<file path="config.mk">
export PLATFORM = sky130hd
export DESIGN_NAME = ring_read_cursor_overrun_core
export DESIGN_NICKNAME = d
export VERILOG_FILES = /design/src/design/rrco_pkg.sv /design/src/design/rrco_in_stage.sv /design/src/design/rrco_cursor.sv /design/src/design/rrco_out_stage.sv /design/src/design/ring_read_cursor_overrun_core.sv
export SDC_FILE = /design/constraint.sdc
export NUM_CORES = 2
export LEC_CHECK = 0
export ABC_CLOCK_PERIOD_IN_PS = 26200
export BUFFER_PORTS_ARGS = -buffer_cell sky130_fd_sc_hd__buf_2
export CELL_PAD_IN_SITES_DETAIL_PLACEMENT = 1
export CELL_PAD_IN_SITES_GLOBAL_PLACEMENT = 2
export CORE_UTILIZATION = 41
export DETAILED_ROUTE_END_ITERATION = 10
export PLACE_DENSITY = 0.92
export SLEW_MARGIN = 20
export SYNTH_ARGS = -nofsm -noshare
export SYNTH_HDL_FRONTEND = slang
export SYNTH_SLANG_ARGS = --single-unit
</file>
<file path="constraint.sdc">
create_clock -name i_clk -period 26.2 [get_ports i_clk]
set_input_delay 2.62 -clock i_clk [delete_from_list [all_inputs] [get_ports i_clk]]
set_output_delay 2.62 -clock i_clk [all_outputs]
set_load 0.02 [all_outputs]
</file>
<file path="src/design/rrco_pkg.sv">
// shared types and constants for the ring read cursor with overrun recovery
// no dependencies; imported by every module of the block
`default_nettype none

package rrco_pkg;

    localparam int unsigned MAX_SIZE_LOG2_DEF = 16;
    localparam int unsigned CFG_W             = 5;
    localparam logic [CFG_W-1:0] SIZE_LOG2_RST = 5'd12;

    localparam int unsigned OP_W      = 2;
    localparam int unsigned HEAD_W    = 16;
    localparam int unsigned CNT_W     = 17;
    localparam int unsigned TOTAL_W   = 32;
    localparam int unsigned ACC_W     = 64;
    localparam int unsigned S_TDATA_W = 40;
    localparam int unsigned M_TDATA_W = 104;

    typedef enum logic [OP_W-1:0] {
        OP_HEAD    = 2'd0,
        OP_CONSUME = 2'd1,
        OP_PEEK    = 2'd2,
        OP_CLEAR   = 2'd3
    } t_op;

    typedef struct packed {
        t_op                op;
        logic [CNT_W-1:0]   byte_count;
        logic [HEAD_W-1:0]  head_index;
    } t_item;

    // first field in the highest bits
    typedef struct packed {
        logic [TOTAL_W-1:0] overrun_total;
        logic               overrun_seen;
        logic [CNT_W-1:0]   available_now;
        logic [HEAD_W-1:0]  start_index;
        logic [CNT_W-1:0]   granted_count;
        logic [CNT_W-1:0]   unread_after_head;
    } t_result;

endpackage

`default_nettype wire

</file>
<file path="src/design/rrco_in_stage.sv">
// input register of the ring read cursor
// uses rrco_pkg; holds one word until the cursor takes it
`default_nettype none

module rrco_in_stage import rrco_pkg::*; (
    input  wire logic  i_clk,
    input  wire logic  i_rst_n,
    input  wire logic  i_valid,
    output logic       o_ready,
    input  wire t_item i_item,
    input  wire logic  i_take,
    output logic       o_valid,
    output t_item      o_item
);

    logic  r_valid;
    t_item r_item;

    assign o_ready = !r_valid || i_take;
    assign o_valid = r_valid;
    assign o_item  = r_item;

    always_ff @(posedge i_clk) begin
        if (!i_rst_n) begin
            r_valid <= 1'b0;
        end else if (o_ready) begin
            r_valid <= i_valid;
        end
    end

    always_ff @(posedge i_clk) begin
        if (o_ready && i_valid) begin
            r_item <= i_item;
        end
    end

endmodule

`default_nettype wire

</file>
<file path="src/design/rrco_cursor.sv">
// cursor state and combinational update for head reports, consume, peek and clear
// uses rrco_pkg; result is combinational, state commits when i_fire is high
`default_nettype none

module rrco_cursor import rrco_pkg::*; #(
    parameter int unsigned MAX_SIZE_LOG2 = MAX_SIZE_LOG2_DEF
) (
    input  wire logic             i_clk,
    input  wire logic             i_rst_n,
    input  wire logic             i_fire,
    input  wire t_item            i_item,
    input  wire logic [CFG_W-1:0] i_size_log2,
    output t_result               o_result
);

    localparam int unsigned POS_W = MAX_SIZE_LOG2;
    localparam int unsigned CAP_W = MAX_SIZE_LOG2 + 1;
    localparam int unsigned HX_W  = (POS_W > HEAD_W) ? POS_W : HEAD_W;
    localparam int unsigned GW    = (CAP_W > CNT_W) ? CAP_W : CNT_W;
    localparam int unsigned LG_W  = CFG_W + 1;

    logic [POS_W-1:0]   r_prev_head, n_prev_head;
    logic [POS_W-1:0]   r_read_pos,  n_read_pos;
    logic [ACC_W-1:0]   r_written,   n_written;
    logic [ACC_W-1:0]   r_read,      n_read;
    logic [ACC_W-1:0]   r_unread,    n_unread;
    logic [TOTAL_W-1:0] r_overrun,   n_overrun;

    logic [LG_W-1:0]  lg;
    logic [CAP_W-1:0] cap, quarter, margin, av, consume_avail, avail_sel;
    logic [POS_W-1:0] mask, h, delta, start, over_pos, consume_pos;
    logic [HX_W-1:0]  head_x, start_x;
    logic [ACC_W-1:0] written_inc, diff, head_unread, over_read, consume_unread, unread_sel;
    logic [GW-1:0]    req_x, av_x, grant_x, avail_x;
    logic [CNT_W-1:0] grant, grant_out, unread_out;
    logic             over, seen;

    // ring geometry
    always_comb begin
        if ({1'b0, i_size_log2} > LG_W'(MAX_SIZE_LOG2)) begin
            lg = LG_W'(MAX_SIZE_LOG2);
        end else begin
            lg = {1'b0, i_size_log2};
        end
        cap     = CAP_W'(1) << lg;
        mask    = POS_W'(cap - CAP_W'(1));
        quarter = cap >> 2;
        margin  = (quarter == '0) ? CAP_W'(1) : quarter;
    end

    // head report path
    assign head_x      = HX_W'(i_item.head_index);
    assign h           = head_x[POS_W-1:0] & mask;
    assign delta       = (h - (r_prev_head & mask)) & mask;
    assign written_inc = r_written + ACC_W'(delta);
    assign diff        = written_inc - r_read;
    assign head_unread = (written_inc >= r_read) ? diff : '0;
    assign over        = head_unread > ACC_W'(cap);
    assign over_read   = written_inc - ACC_W'(margin);
    assign over_pos    = POS_W'(CAP_W'(h) - margin) & mask;

    // consume and peek path
    assign start          = r_read_pos & mask;
    assign av             = (r_unread > ACC_W'(cap)) ? cap : r_unread[CAP_W-1:0];
    assign req_x          = GW'(i_item.byte_count);
    assign av_x           = GW'(av);
    assign grant_x        = (req_x > av_x) ? av_x : req_x;
    assign grant          = grant_x[CNT_W-1:0];
    assign consume_unread = r_unread - ACC_W'(grant);
    assign consume_avail  = (consume_unread > ACC_W'(cap)) ? cap
                                                           : consume_unread[CAP_W-1:0];
    assign consume_pos    = POS_W'(GW'(start) + GW'(grant)) & mask;

    always_comb begin
        n_prev_head = r_prev_head;
        n_read_pos  = r_read_pos;
        n_written   = r_written;
        n_read      = r_read;
        n_unread    = r_unread;
        n_overrun   = r_overrun;
        unread_sel  = '0;
        grant_out   = '0;
        avail_sel   = '0;
        seen        = 1'b0;
        unread_sel  = over ? ACC_W'(margin) : head_unread;
        unique case (i_item.op)
            OP_HEAD: begin
                n_prev_head = h;
                n_written   = written_inc;
                n_unread    = unread_sel;
                avail_sel   = unread_sel[CAP_W-1:0];
                seen        = over;
                if (over) begin
                    n_read     = over_read;
                    n_read_pos = over_pos;
                    n_overrun  = r_overrun + TOTAL_W'(1);
                end
            end
            OP_CONSUME: begin
                grant_out = grant;
                avail_sel = consume_avail;
                if (grant != '0) begin
                    n_read     = r_read + ACC_W'(grant);
                    n_read_pos = consume_pos;
                    n_unread   = consume_unread;
                end
            end
            OP_PEEK: begin
                grant_out = grant;
                avail_sel = av;
            end
            OP_CLEAR: begin
                n_prev_head = '0;
                n_read_pos  = '0;
                n_written   = '0;
                n_read      = '0;
                n_unread    = '0;
                n_overrun   = '0;
            end
            default: begin
                avail_sel = '0;
            end
        endcase
    end

    assign start_x    = HX_W'(start);
    assign avail_x    = GW'(avail_sel);
    assign unread_out = (i_item.op == OP_HEAD) ? unread_sel[CNT_W-1:0] : '0;

    always_comb begin
        o_result.unread_after_head = unread_out;
        o_result.granted_count     = grant_out;
        o_result.start_index       = start_x[HEAD_W-1:0];
        o_result.available_now     = avail_x[CNT_W-1:0];
        o_result.overrun_seen      = seen;
        o_result.overrun_total     = n_overrun;
    end

    always_ff @(posedge i_clk) begin
        if (!i_rst_n) begin
            r_prev_head <= '0;
            r_read_pos  <= '0;
            r_written   <= '0;
            r_read      <= '0;
            r_unread    <= '0;
            r_overrun   <= '0;
        end else if (i_fire) begin
            r_prev_head <= n_prev_head;
            r_read_pos  <= n_read_pos;
            r_written   <= n_written;
            r_read      <= n_read;
            r_unread    <= n_unread;
            r_overrun   <= n_overrun;
        end
    end

endmodule

`default_nettype wire

</file>
<file path="src/design/rrco_out_stage.sv">
// result register of the ring read cursor
// uses rrco_pkg; holds one result word until the sink takes it
`default_nettype none

module rrco_out_stage import rrco_pkg::*; (
    input  wire logic    i_clk,
    input  wire logic    i_rst_n,
    input  wire logic    i_load,
    input  wire t_result i_result,
    output logic         o_can_load,
    output logic         o_valid,
    input  wire logic    i_ready,
    output t_result      o_result
);

    logic    r_valid;
    t_result r_result;

    assign o_can_load = !r_valid || i_ready;
    assign o_valid    = r_valid;
    assign o_result   = r_result;

    always_ff @(posedge i_clk) begin
        if (!i_rst_n) begin
            r_valid <= 1'b0;
        end else if (o_can_load) begin
            r_valid <= i_load;
        end
    end

    always_ff @(posedge i_clk) begin
        if (i_load) begin
            r_result <= i_result;
        end
    end

endmodule

`default_nettype wire

</file>
<file path="src/design/ring_read_cursor_overrun_core.sv">
// ring read cursor with overrun recovery: top level
// uses rrco_pkg, rrco_in_stage, rrco_cursor and rrco_out_stage
//
// words arrive on the s_axis stream: tuser carries the operation (head report,
// consume, peek, clear), tdata the producer head index and the requested byte
// count. every word gives exactly one result word on m_axis: unread count after
// a head report, granted count, start index, available count, overrun flag and
// overrun total.
// ring capacity is set by i_cfg_wr_en / i_cfg_wr_data (log2 of bytes, reset 12),
// written only while no word is in flight; the user must ensure this, the block
// does not. a word waits in the input register until it fires and its cursor
// result is registered. one word per cycle is sustained while m_axis_tready is
// high; the cursor state (64-bit written and read totals, tail, overrun count)
// is updated as each word fires, so each word sees the state its predecessor
// left. a synchronous active-low reset empties both registers and zeroes the
// cursor state. when the sink holds m_axis_tready low the result register stays
// put; the input register still takes one more word, then s_axis_tready falls.
`default_nettype none

module ring_read_cursor_overrun_core import rrco_pkg::*; #(
    parameter int unsigned MAX_SIZE_LOG2 = MAX_SIZE_LOG2_DEF
) (
    input  wire logic                 i_clk,
    input  wire logic                 i_rst_n,
    input  wire logic                 i_cfg_wr_en,
    input  wire logic [CFG_W-1:0]     i_cfg_wr_data,
    input  wire logic                 s_axis_tvalid,
    output logic                      s_axis_tready,
    // head_index [15:0], byte_count [32:16], zero fill
    input  wire logic [S_TDATA_W-1:0] s_axis_tdata,
    // op [1:0]
    input  wire logic [OP_W-1:0]      s_axis_tuser,
    output logic                      m_axis_tvalid,
    input  wire logic                 m_axis_tready,
    // unread_after_head [16:0], granted_count [33:17], start_index [49:34],
    // available_now [66:50], overrun_seen [67], overrun_total [99:68], zero fill
    output logic [M_TDATA_W-1:0]      m_axis_tdata
);

    logic [CFG_W-1:0] r_size_log2;
    t_item            w_in_item;
    t_item            w_item;
    logic             w_item_valid;
    logic             w_can_load;
    logic             w_fire;
    t_result          w_result;
    t_result          w_out;

    always_ff @(posedge i_clk) begin
        if (!i_rst_n) begin
            r_size_log2 <= SIZE_LOG2_RST;
        end else if (i_cfg_wr_en) begin
            r_size_log2 <= i_cfg_wr_data;
        end
    end

    always_comb begin
        w_in_item.op         = t_op'(s_axis_tuser);
        w_in_item.byte_count = s_axis_tdata[HEAD_W+CNT_W-1:HEAD_W];
        w_in_item.head_index = s_axis_tdata[HEAD_W-1:0];
    end

    assign w_fire = w_item_valid && w_can_load;

    rrco_in_stage u_in_stage (
        .i_clk   (i_clk),
        .i_rst_n (i_rst_n),
        .i_valid (s_axis_tvalid),
        .o_ready (s_axis_tready),
        .i_item  (w_in_item),
        .i_take  (w_fire),
        .o_valid (w_item_valid),
        .o_item  (w_item)
    );

    rrco_cursor #(
        .MAX_SIZE_LOG2 (MAX_SIZE_LOG2)
    ) u_cursor (
        .i_clk       (i_clk),
        .i_rst_n     (i_rst_n),
        .i_fire      (w_fire),
        .i_item      (w_item),
        .i_size_log2 (r_size_log2),
        .o_result    (w_result)
    );

    rrco_out_stage u_out_stage (
        .i_clk      (i_clk),
        .i_rst_n    (i_rst_n),
        .i_load     (w_fire),
        .i_result   (w_result),
        .o_can_load (w_can_load),
        .o_valid    (m_axis_tvalid),
        .i_ready    (m_axis_tready),
        .o_result   (w_out)
    );

    assign m_axis_tdata = {(M_TDATA_W - $bits(t_result))'(0), w_out};

    a_reset_empties: assert property (@(posedge i_clk)
        !i_rst_n |=> !m_axis_tvalid)
        else $error("result pending right after reset");

    a_clear_zeroes: assert property (@(posedge i_clk) disable iff (!i_rst_n)
        w_fire && w_item.op == OP_CLEAR |=>
            m_axis_tvalid && w_out.overrun_total == '0 && w_out.available_now == '0)
        else $error("clear did not zero the cursor state");

    a_overrun_margin: assert property (@(posedge i_clk) disable iff (!i_rst_n)
        m_axis_tvalid && w_out.overrun_seen |->
            w_out.available_now == w_out.unread_after_head && w_out.granted_count == '0)
        else $error("overrun result does not report the margin");

endmodule

`default_nettype wire

</file>
==> flow_metrics.tcl <==
set metrics [dict create \
    layout.nets 4765 \
    grt_max_degree 110 \
    dpl-instance-area_sq_um 36010 \
    timing.final.crit_share 0.6570 \
    drive_gt1_frac 0.09404 \
    cpPeakStageDelay_ps 770 \
    clock.fmax_mhz 58.10 \
    crit_arrival_ps 17760 \
    layout.cells.non_filler 5568 \
    worst_slack_ps 8987 \
    fill_cells 10100 \
    wl_um 136000 \
    viasPerCell 6.374 \
    routedWlPerCell_um 24.43 \
    reg2reg_from "r_size_log2[4]" \
    postCtsSetupRepairBufs 0 \
    layout_min_cycle_time_ps 17210 \
    p_per_area_nw_per_um2 81.83 \
    yosysTopAreaCell "dfxtp_1" \
    pwr-share-comb 0.530 \
    maxCapViolCount 0 \
    grt_use_total 0.3106 \
    status "finished clean" \
    cts_buffer_depth 3 \
    hold_viol_final 0 \
    finalClockSkew_ps 54.67 \
    switching_share 0.4644 \
    maxSlewHeadroom 0.2157 \
    async_flop_share 0 \
    cts_buffers 50 \
    yosysWarnings 0 \
    rows 105 \
    finalSetupViolCount 0 \
    worstSkewPairLatency_ps 650 \
    io_buffers 146 \
    crit_start "r_size_log2[4]" \
    die_h_um 291.9 \
    cts_root_buf "clkbuf_16" \
    yosysTopAreaCellShare 0.1528 \
    drt_iter0_markers 3150 \
    final_antenna_net_count 0 \
    crit_fanout 52 \
    clock_sinks 398 \
    synth-edff-count 135 \
    use_met1 0.4307 \
    io_pins 158 \
    p_total_uw 3089 \
    pwr-share-clk 0.243 \
    grt-ovfl-total 0 \
    p_sw_uw 1435 \
    ys_types 106 \
    n_antenna_cell 0 \
    drv_slew 0 \
    ys.flop_type "dfxtp_1" \
    worst_ir_drop_vdd_mv 0.08946 \
    seq_area_frac_synth 0.2705 \
    p_leak_uw 0.01510 \
    p_int_uw 1654 \
    cp-end-kind "flop" \
    seq_power_share 0.228 \
    start_util 0.4169 \
    place_ws_ps 9563 \
    grt_pass1_wl_um 209600 \
    syn_area_sq_um 34450 \
    path_class "flop to flop" \
    worstMarginPinSlew_ps 1162 \
    cp.required_ps 26750 \
    dp_hpwl_um 101800 \
    gp_congestion 0.9501 \
    cts_tree "built" \
    postSynthCellCount 4451 \
    hold_path.class "flop to flop" \
    cts-resized-gates 0 \
    met2_usage 0.4994 \
    grt_pass1_vias 35190 \
    core_sq_um 82640 \
    dp_cells 5475 \
    vias 35490 \
    slowest_stage "or3b_4" \
    drc 0 \
    clk_pin_slew_worst_paths_ps 60 \
    area_growth_pct 9.558 \
    dr.pass1.iters 6 \
    rsz0062_at_grt "no" \
    synth_seq_cells 398 \
    tns_ps 0 \
    postCtsHoldBufs 0 \
    antenna_found_initial 1 \
    final_cell_area_sq_um 37750 \
    die_area_sq_um 85200 \
    worstHoldStart "u_cursor.r_read_pos[3]" \
    groute.layer.met3.usage 0.04026 \
    grt-busiest-layer "met2" \
    dieWidth_um 291.9 \
    htree_levels 2 \
    avgSynthCellArea_sq_um 7.741 \
    yosys-top-cells-area "dfxtp_1 15%, edfxtp_1 12%, ha_1 9.0%, nand2_1 4.8%, nor2_1 4.7%" \
    startpoint_type "flop" \
]
[synth_stat cells, drive strengths merged (52+ instances only)]
master	instances
clkbuf	208
edfxtp	135
a21o	62
and2	63
a22oi	63
nor4	64
o31ai	56
a21oi	316
a31oi	56
nand3	160
ha	248
nand4	113
o21ai	279
inv	200
nor3	114
nand2	446
nor2	435
xnor2	140
xor2	100
nand2b	52
dfxtp	263
and3	64
a211oi	70
or3	69
[worst paths after layout]
kind / end / slack [ps] / depth (start not counted)
worst max-delay path: u_cursor.r_read[7] / 8990 / 53
worst min register to register: u_cursor.r_read_pos[3] / 450 / 2
worst min-delay path: u_cursor.r_read_pos[3] / 450 / 2
worst max register to register: u_cursor.r_read[7] / 8990 / 53
[stage by stage]
stage                       util  hold slack, ps
after global placement    0.4357           436.3
after floorplan                -           427.3
final                     0.4568           452.2
after global routing      0.4568           474.2
after CTS                 0.4568           455.4
after detailed placement  0.4358           446.9
[critical path, delay by kind of cell, from the launching register on]
family | cells | cell delay (ps)
simple gates | 17 | 5420
buf+inv | 4 | 1870
fa+ha+maj | 5 | 1930
xor+xnor | 3 | 1020
flops | 1 | 300
compound gates | 24 | 6490
[final cells by class]
type	count	area (sq um)	area share
clock buffers	69	1415	0.03749
flip-flops and latches	398	9319	0.2469
multi-input cells	3598	23380	0.6195
well taps	1070	1339	0.03547
inverters	202	765.7	0.02029
repair buffers	207	1204	0.03189
clock inverters	24	321.6	0.008519
[cells in the final DEF (no fill, tap or decap), types with 140 or more instances in the layout]
master   count
nand2_1    443
nor2_1     429
dfxtp_1    263
inv_1      199
nand3_1    154
a21oi_1    314
o21ai_0    263
ha_1       247
xnor2_1    140
buf_2      145
[power groups by stage]
stage	registers, uW	clock network, uW	logic [uW]
after floorplan	717	0	1090
after global placement	714	0	1560
after detailed placement	715	0	1590
after CTS	702	761	1600
after global routing	706	782	1750
final	703	749	1640
[state kept, by name, indices dropped and copies added, names as in the netlist]
name                  cells
r_size_log2               5
u_cursor.r_overrun       32
u_cursor.r_prev_head     16
u_cursor.r_read          64
u_cursor.r_read_pos      16
u_cursor.r_unread        64
u_cursor.r_written       64
u_in_stage.o_item        35
u_in_stage.o_valid        1
u_out_stage.o_result    100
u_out_stage.o_valid       1
[kinds of logic after synthesis]
logic type      share of synthesized area
flops                              0.2705
compound gates                     0.2521
other cells                     0.0001088
simple gates                       0.2514
xor+xnor                          0.06101
buf+inv                           0.05385
mux                               0.01601
fa+ha+maj                         0.09500
[layer usage]
metal	wire length (um)	part of all wire
met5	0	0
met4	4107	0.030
met3	8987	0.066
met2	60960	0.45
met1	61990	0.46
Power figures use the tool's default switching activity.
